<file path="config.mk">
export PLATFORM = sky130hd
export DESIGN_NAME = skvt_cell
export DESIGN_NICKNAME = d
export VERILOG_FILES = /design/src/skvt_pkg.sv /design/src/skvt_cell.sv
export SDC_FILE = /design/constraint.sdc
export NUM_CORES = 1
export LEC_CHECK = 0
export BUFFER_PORTS_ARGS = -buffer_cell sky130_fd_sc_hd__buf_2
export CAP_MARGIN = 20
export CORE_MARGIN = 4
export CORE_UTILIZATION = 45
export DETAILED_ROUTE_END_ITERATION = 10
export GPL_TIMING_DRIVEN = 0
export PLACE_DENSITY = 0.82
export REMOVE_ABC_BUFFERS = 1
export SETUP_SLACK_MARGIN = 0.2
export SLEW_MARGIN = 20
export SYNTH_ARGS = -nofsm -noshare
export SYNTH_HDL_FRONTEND = slang
export SYNTH_SLANG_ARGS = --single-unit
</file>
<file path="constraint.sdc">
create_clock -name clk -period 6.8 [get_ports clk]
set_clock_uncertainty 0.15 [all_clocks]
set_input_delay 2.04 -clock clk [delete_from_list [all_inputs] [get_ports clk]]
set_output_delay 2.04 -clock clk [all_outputs]
set_load 0.005 [all_outputs]
</file>
<file path="src/skvt_pkg.sv">
// Shared types and constants for the sorted key/value table.
package skvt_pkg;

    localparam int SKVT_CAPACITY = 32;
    localparam int SKVT_KEY_BITS = 16;
    localparam int SKVT_QTY_BITS = 16;

    typedef enum logic [2:0] {
        FN_INSERT = 3'd0,
        FN_ERASE  = 3'd1,
        FN_LOOKUP = 3'd2,
        FN_UPDATE = 3'd3,
        FN_LIST   = 3'd4
    } func_t;

    typedef enum logic [2:0] {
        ST_OK        = 3'd0,
        ST_DUPLICATE = 3'd1,
        ST_NOT_FOUND = 3'd2,
        ST_FULL      = 3'd3,
        ST_EMPTY     = 3'd4
    } status_t;

    typedef enum logic [2:0] {
        CELL_HOLD,
        CELL_INSERT,
        CELL_ERASE,
        CELL_UPDATE,
        CELL_ROTATE
    } cell_op_t;

    typedef enum logic [1:0] {
        FSM_IDLE,
        FSM_EXEC,
        FSM_LIST
    } fsm_t;

    typedef struct packed {
        logic valid;
        logic lt;
        logic eq;
    } cell_flags_t;

endpackage

</file>
<file path="src/skvt_cell.sv">
// One table cell: holds a record, compares it to the request key, shifts with its neighbors.
module skvt_cell #(
    parameter int KEY_BITS = 16,
    parameter int QTY_BITS = 16
) (
    input  logic                   clk,
    input  logic                   rst_n,
    input  skvt_pkg::cell_op_t     op,
    input  logic [KEY_BITS-1:0]    req_key,
    input  logic [QTY_BITS-1:0]    req_qty,
    input  logic signed [15:0]     req_chg,
    input  logic                   lt_left,
    input  logic                   left_valid,
    input  logic [KEY_BITS-1:0]    left_key,
    input  logic [QTY_BITS-1:0]    left_qty,
    input  logic                   right_valid,
    input  logic [KEY_BITS-1:0]    right_key,
    input  logic [QTY_BITS-1:0]    right_qty,
    input  logic [KEY_BITS-1:0]    wrap_key,
    input  logic [QTY_BITS-1:0]    wrap_qty,
    output skvt_pkg::cell_flags_t  flags,
    output logic [KEY_BITS-1:0]    key,
    output logic [QTY_BITS-1:0]    qty,
    output logic [QTY_BITS-1:0]    upd_qty
);
    import skvt_pkg::*;

    localparam int SW = ((QTY_BITS > 16) ? QTY_BITS : 16) + 2;

    logic                 valid_reg;
    logic                 valid_next;
    logic [KEY_BITS-1:0]  key_reg;
    logic [KEY_BITS-1:0]  key_next;
    logic [QTY_BITS-1:0]  qty_reg;
    logic [QTY_BITS-1:0]  qty_next;
    logic                 lt;
    logic                 eq;
    logic signed [SW-1:0] sum;

    assign lt = valid_reg && (key_reg < req_key);
    assign eq = valid_reg && (key_reg == req_key);

    // saturating add of the signed change
    assign sum = $signed({{(SW-QTY_BITS){1'b0}}, qty_reg})
               + $signed({{(SW-16){req_chg[15]}}, req_chg});

    always_comb
    begin
        if (sum[SW-1])
        begin
            upd_qty = '0;
        end
        else if (|sum[SW-2:QTY_BITS])
        begin
            upd_qty = '1;
        end
        else
        begin
            upd_qty = sum[QTY_BITS-1:0];
        end
    end

    always_comb
    begin
        valid_next = valid_reg;
        key_next   = key_reg;
        qty_next   = qty_reg;
        case (op)
            CELL_INSERT:
            begin
                if (!lt)
                begin
                    if (lt_left)
                    begin
                        valid_next = 1'b1;
                        key_next   = req_key;
                        qty_next   = req_qty;
                    end
                    else
                    begin
                        valid_next = left_valid;
                        key_next   = left_key;
                        qty_next   = left_qty;
                    end
                end
            end
            CELL_ERASE:
            begin
                if (!lt)
                begin
                    valid_next = right_valid;
                    key_next   = right_key;
                    qty_next   = right_qty;
                end
            end
            CELL_UPDATE:
            begin
                if (eq)
                begin
                    qty_next = upd_qty;
                end
            end
            CELL_ROTATE:
            begin
                // last valid cell takes the head record
                if (valid_reg)
                begin
                    if (right_valid)
                    begin
                        key_next = right_key;
                        qty_next = right_qty;
                    end
                    else
                    begin
                        key_next = wrap_key;
                        qty_next = wrap_qty;
                    end
                end
            end
            default:
            begin
            end
        endcase
    end

    always_ff @(posedge clk or negedge rst_n)
    begin
        if (!rst_n)
        begin
            valid_reg <= 1'b0;
        end
        else
        begin
            valid_reg <= valid_next;
        end
    end

    always_ff @(posedge clk)
    begin
        key_reg <= key_next;
        qty_reg <= qty_next;
    end

    assign flags.valid = valid_reg;
    assign flags.lt    = lt;
    assign flags.eq    = eq;
    assign key         = key_reg;
    assign qty         = qty_reg;

endmodule

</file>
==> summary.txt <==
Global route
  – Total GRT Usage: 26.5%
  – Total gr overflow: 0
  – Largest net degree at the start of global routing: 34
  – Vias in the first global route: a little under 4,000
  – Initial antenna violation count: 0
  – First-pass GRT wire length: about 19,000 um

Setup path
  – Critical setup path kind: input pin to primary output
  – Crit. End Element: primary output
  – R2r worst-path depth: 11
  – Terminus of the critical flop-to-flop path: qty[4]$_DFFE_PP_
  – Crit Reg-Reg Startpoint: qty[0]$_DFFE_PP_
  – Worst EP arrival: around 4.4 ns
  – Worst R2R Setup Slack: between 3 and 4 ns
  – Crit-path max FO: 8
  – Critical Path RT: approximately 4.6 ns
  – Worst setup SP type: input pin

STA
  – Final-report setup violation count: 0
  – Pins over their slew limit: 0
  – RSZ-0062 raised after global routing: true
  – Worst slew margin: about two fifths
  – Worst Tran Pin Value: slightly above 0.9 ns
  – Period Utilization, post-route: about 97%
  – Max Clock Freq: roughly 150 MHz
  – Final worst slack: roughly 0.22 ns
  – Fin. Hold Viols: 0
  – Final critical-path required period: around 6.6 ns

Placed design
  – Final GP Congestion: ~0.9
  – Dpl cell area: 4640 um2
  – Port Buf Inserts: between 200 and 250
  – Dpl ws: -0.498 ns
  – Hpwl dp: about 10,000 um

Clock tree
  – Htree depth: 2
  – CTS tree: done
  – CTS Sinks: 33
  – Clock tree root buffer cell: clkbuf_8
  – CTS Buffer Depth: 2
  – Clock Latency Late Sink: 0.28 ns
  – Num CTS Buffers: 5
  – Clock-pin slew on the worst setup and hold paths: 0.07 ns

Detailed routing
  – Top layer reached by signal wires: met4
  – Starting DRT DRC Count: between 200 and 250
  – DR vias: 4,038
  – Drt wl/cell: approximately 19 um
  – DRC Markers: 0
  – Antenna viol nets, final: 0
  – DR vias/cell: 5.80
  – Drt pass-1 iters: 7
  – Met2 Wirelength: 6300 um
  – Detailed route wirelength on metal3: between 1000 and 1500 um
  – DRT Wirelength: roughly 13,000 um
  – Wire length on met1: 5100 um

Logic synthesis
  – Post-synth EDFFs: 32
  – Yosys warning total: 0
  – Flops & latches, synth: 33
  – Mapped Area: ~3500 um2
  – Synth cell types: roughly 50
  – Synth area leader: edfxtp_1
  – Seq/Total Area, Yosys: between 20% and 30%
  – Synth top area cells: edfxtp_1, ha_1, nor2_1
  – Post-synthesis async set-or-reset flop share: between 3 and 4%
  – Cells after synthesis: 393
  – Synth Flop Type: edfxtp_1
  – Synth Area per Inst: a little under 9 um2
  – Top cell type's share of synthesized area: about 28%

Worst hold path
  – Hold Crit Class: flip-flop to flip-flop
  – Hold path endpoint: valid_reg$_DFFE_PN0P_
  – Hold Crit Depth: 1
  – Worst Hold Launch: valid_reg$_DFFE_PN0P_

Die
  – Rows: 31
  – Ports: 203
  – Die W: 96.0 um
  – Die area: ~9200 um2
  – Die Height: 96.0 um
  – Core area: between 7000 and 8000 um2
  – Initial Utilization: a little under half

Pwr
  – Power per cell area: around 180 nW/um2
  – Max VDD drop: between 0.08 and 0.09 mV
  – Pleak: 2.36 nW

Layout
  – Most frequent cells in the layout: buf_2, nor2_1, ha_1, edfxtp_1, inv_1
  – Diodes inserted: 0
  – Most common cell after layout, fill and taps aside: buf_2
  – Share of layout cells above drive strength 1: between 40% and 50%
  – Final-stage net count: about 780
  – Final Cell Area: 4970 um2
  – Area growth from synthesis to final layout: 42.5%

Run
  – Max_cap viols: 0

Outcome
  – Status: complete, no violations
==> power breakdown <==
group / switching [mW] / internal, mW / leakage [nW]
Sequential: 0.0124 / 0.252 / 0.310
Combinational: 0.237 / 0.208 / 2.00
Clock: 0.0770 / 0.108 / 0.0528
==> per-stage QoR <==
step | power, mW | TNS, ns | util, % | hold WS, ns | instances
after floorplan | 0.489 | 0 | - | 0.417 | 370
after global placement | 0.639 | -6.82 | 60.9 | 0.456 | 671
after detailed placement | 0.658 | -6.44 | 62.7 | 0.465 | 678
after CTS | 0.882 | 0 | 66.4 | 0.485 | 693
after global routing | 0.953 | 0 | 67.1 | 0.519 | 696
final | 0.894 | 0 | 67.1 | 0.473 | 696
==> metal layers <==
metal	vias up	track usage, %
met1	1861	31.5
met4	0	7.35
met2	231	47.2
met5	-	0
li1	1926	-
met3	20	6.25
==> cells in the mapped netlist (8+ instances only) <==
cell type	count
inv_1	21
edfxtp_1	32
mux2i_1	16
o21ai_0	18
clkbuf_1	12
a222oi_1	16
nor2_1	58
ha_1	33
nand2_1	14
xnor2_1	8
mux2_2	16
o21ai_1	12
a21oi_1	24
a221o_1	16
==> final cells by class <==
class,instances,area [um2]
inverters,21,78.8
well taps,99,124
multi-input cells,316,2440
fillers,635,2440
flip-flops and latches,33,986
repair buffers,219,1230
clock inverters,2,33.8
clock buffers,6,72.6
==> how the worst max path moves through the flow <==
stage	from	to	cells past startpoint
6_report	req_chg[0]	upd_qty[14]	12
5_1_grt	req_chg[0]	upd_qty[4]	12
4_1_cts	req_chg[0]	upd_qty[14]	12
3_5_place_dp	req_chg[0]	upd_qty[11]	10
3_3_place_gp	req_chg[0]	upd_qty[11]	10
2_1_floorplan	req_chg[0]	upd_qty[10]	8
==> logic make-up after synthesis <==
kind of cell	Yosys count	synth area share, %
xor+xnor	13	3.27
flops	33	28.3
fa+ha+maj	34	12.4
mux	32	9.76
compound gates	127	26.3
simple gates	110	14.4
buf+inv	44	5.53
==> worst max-delay path: stages <==
cell      delay [ns]
buf_6           0.10
ha_4            0.15
fa_2            0.35
a211oi_2        0.27
o211ai_1        0.17
a2111o_1        0.50
a211oi_4        0.24
buf_4           0.16
buf_12          0.13
a31oi_4         0.04
nor2_2          0.13
buf_2           0.12
==> timing repair <==
action	in CTS	in global routing
pin swaps	8	7
endpoints found under the hold margin	0	0
setup endpoints to repair	16	16
resized for setup	13	5
gates cloned	1	0
hold buffers	0	0
buffers inserted	6	3
Note: power is estimated with default switching activity, not from simulation.
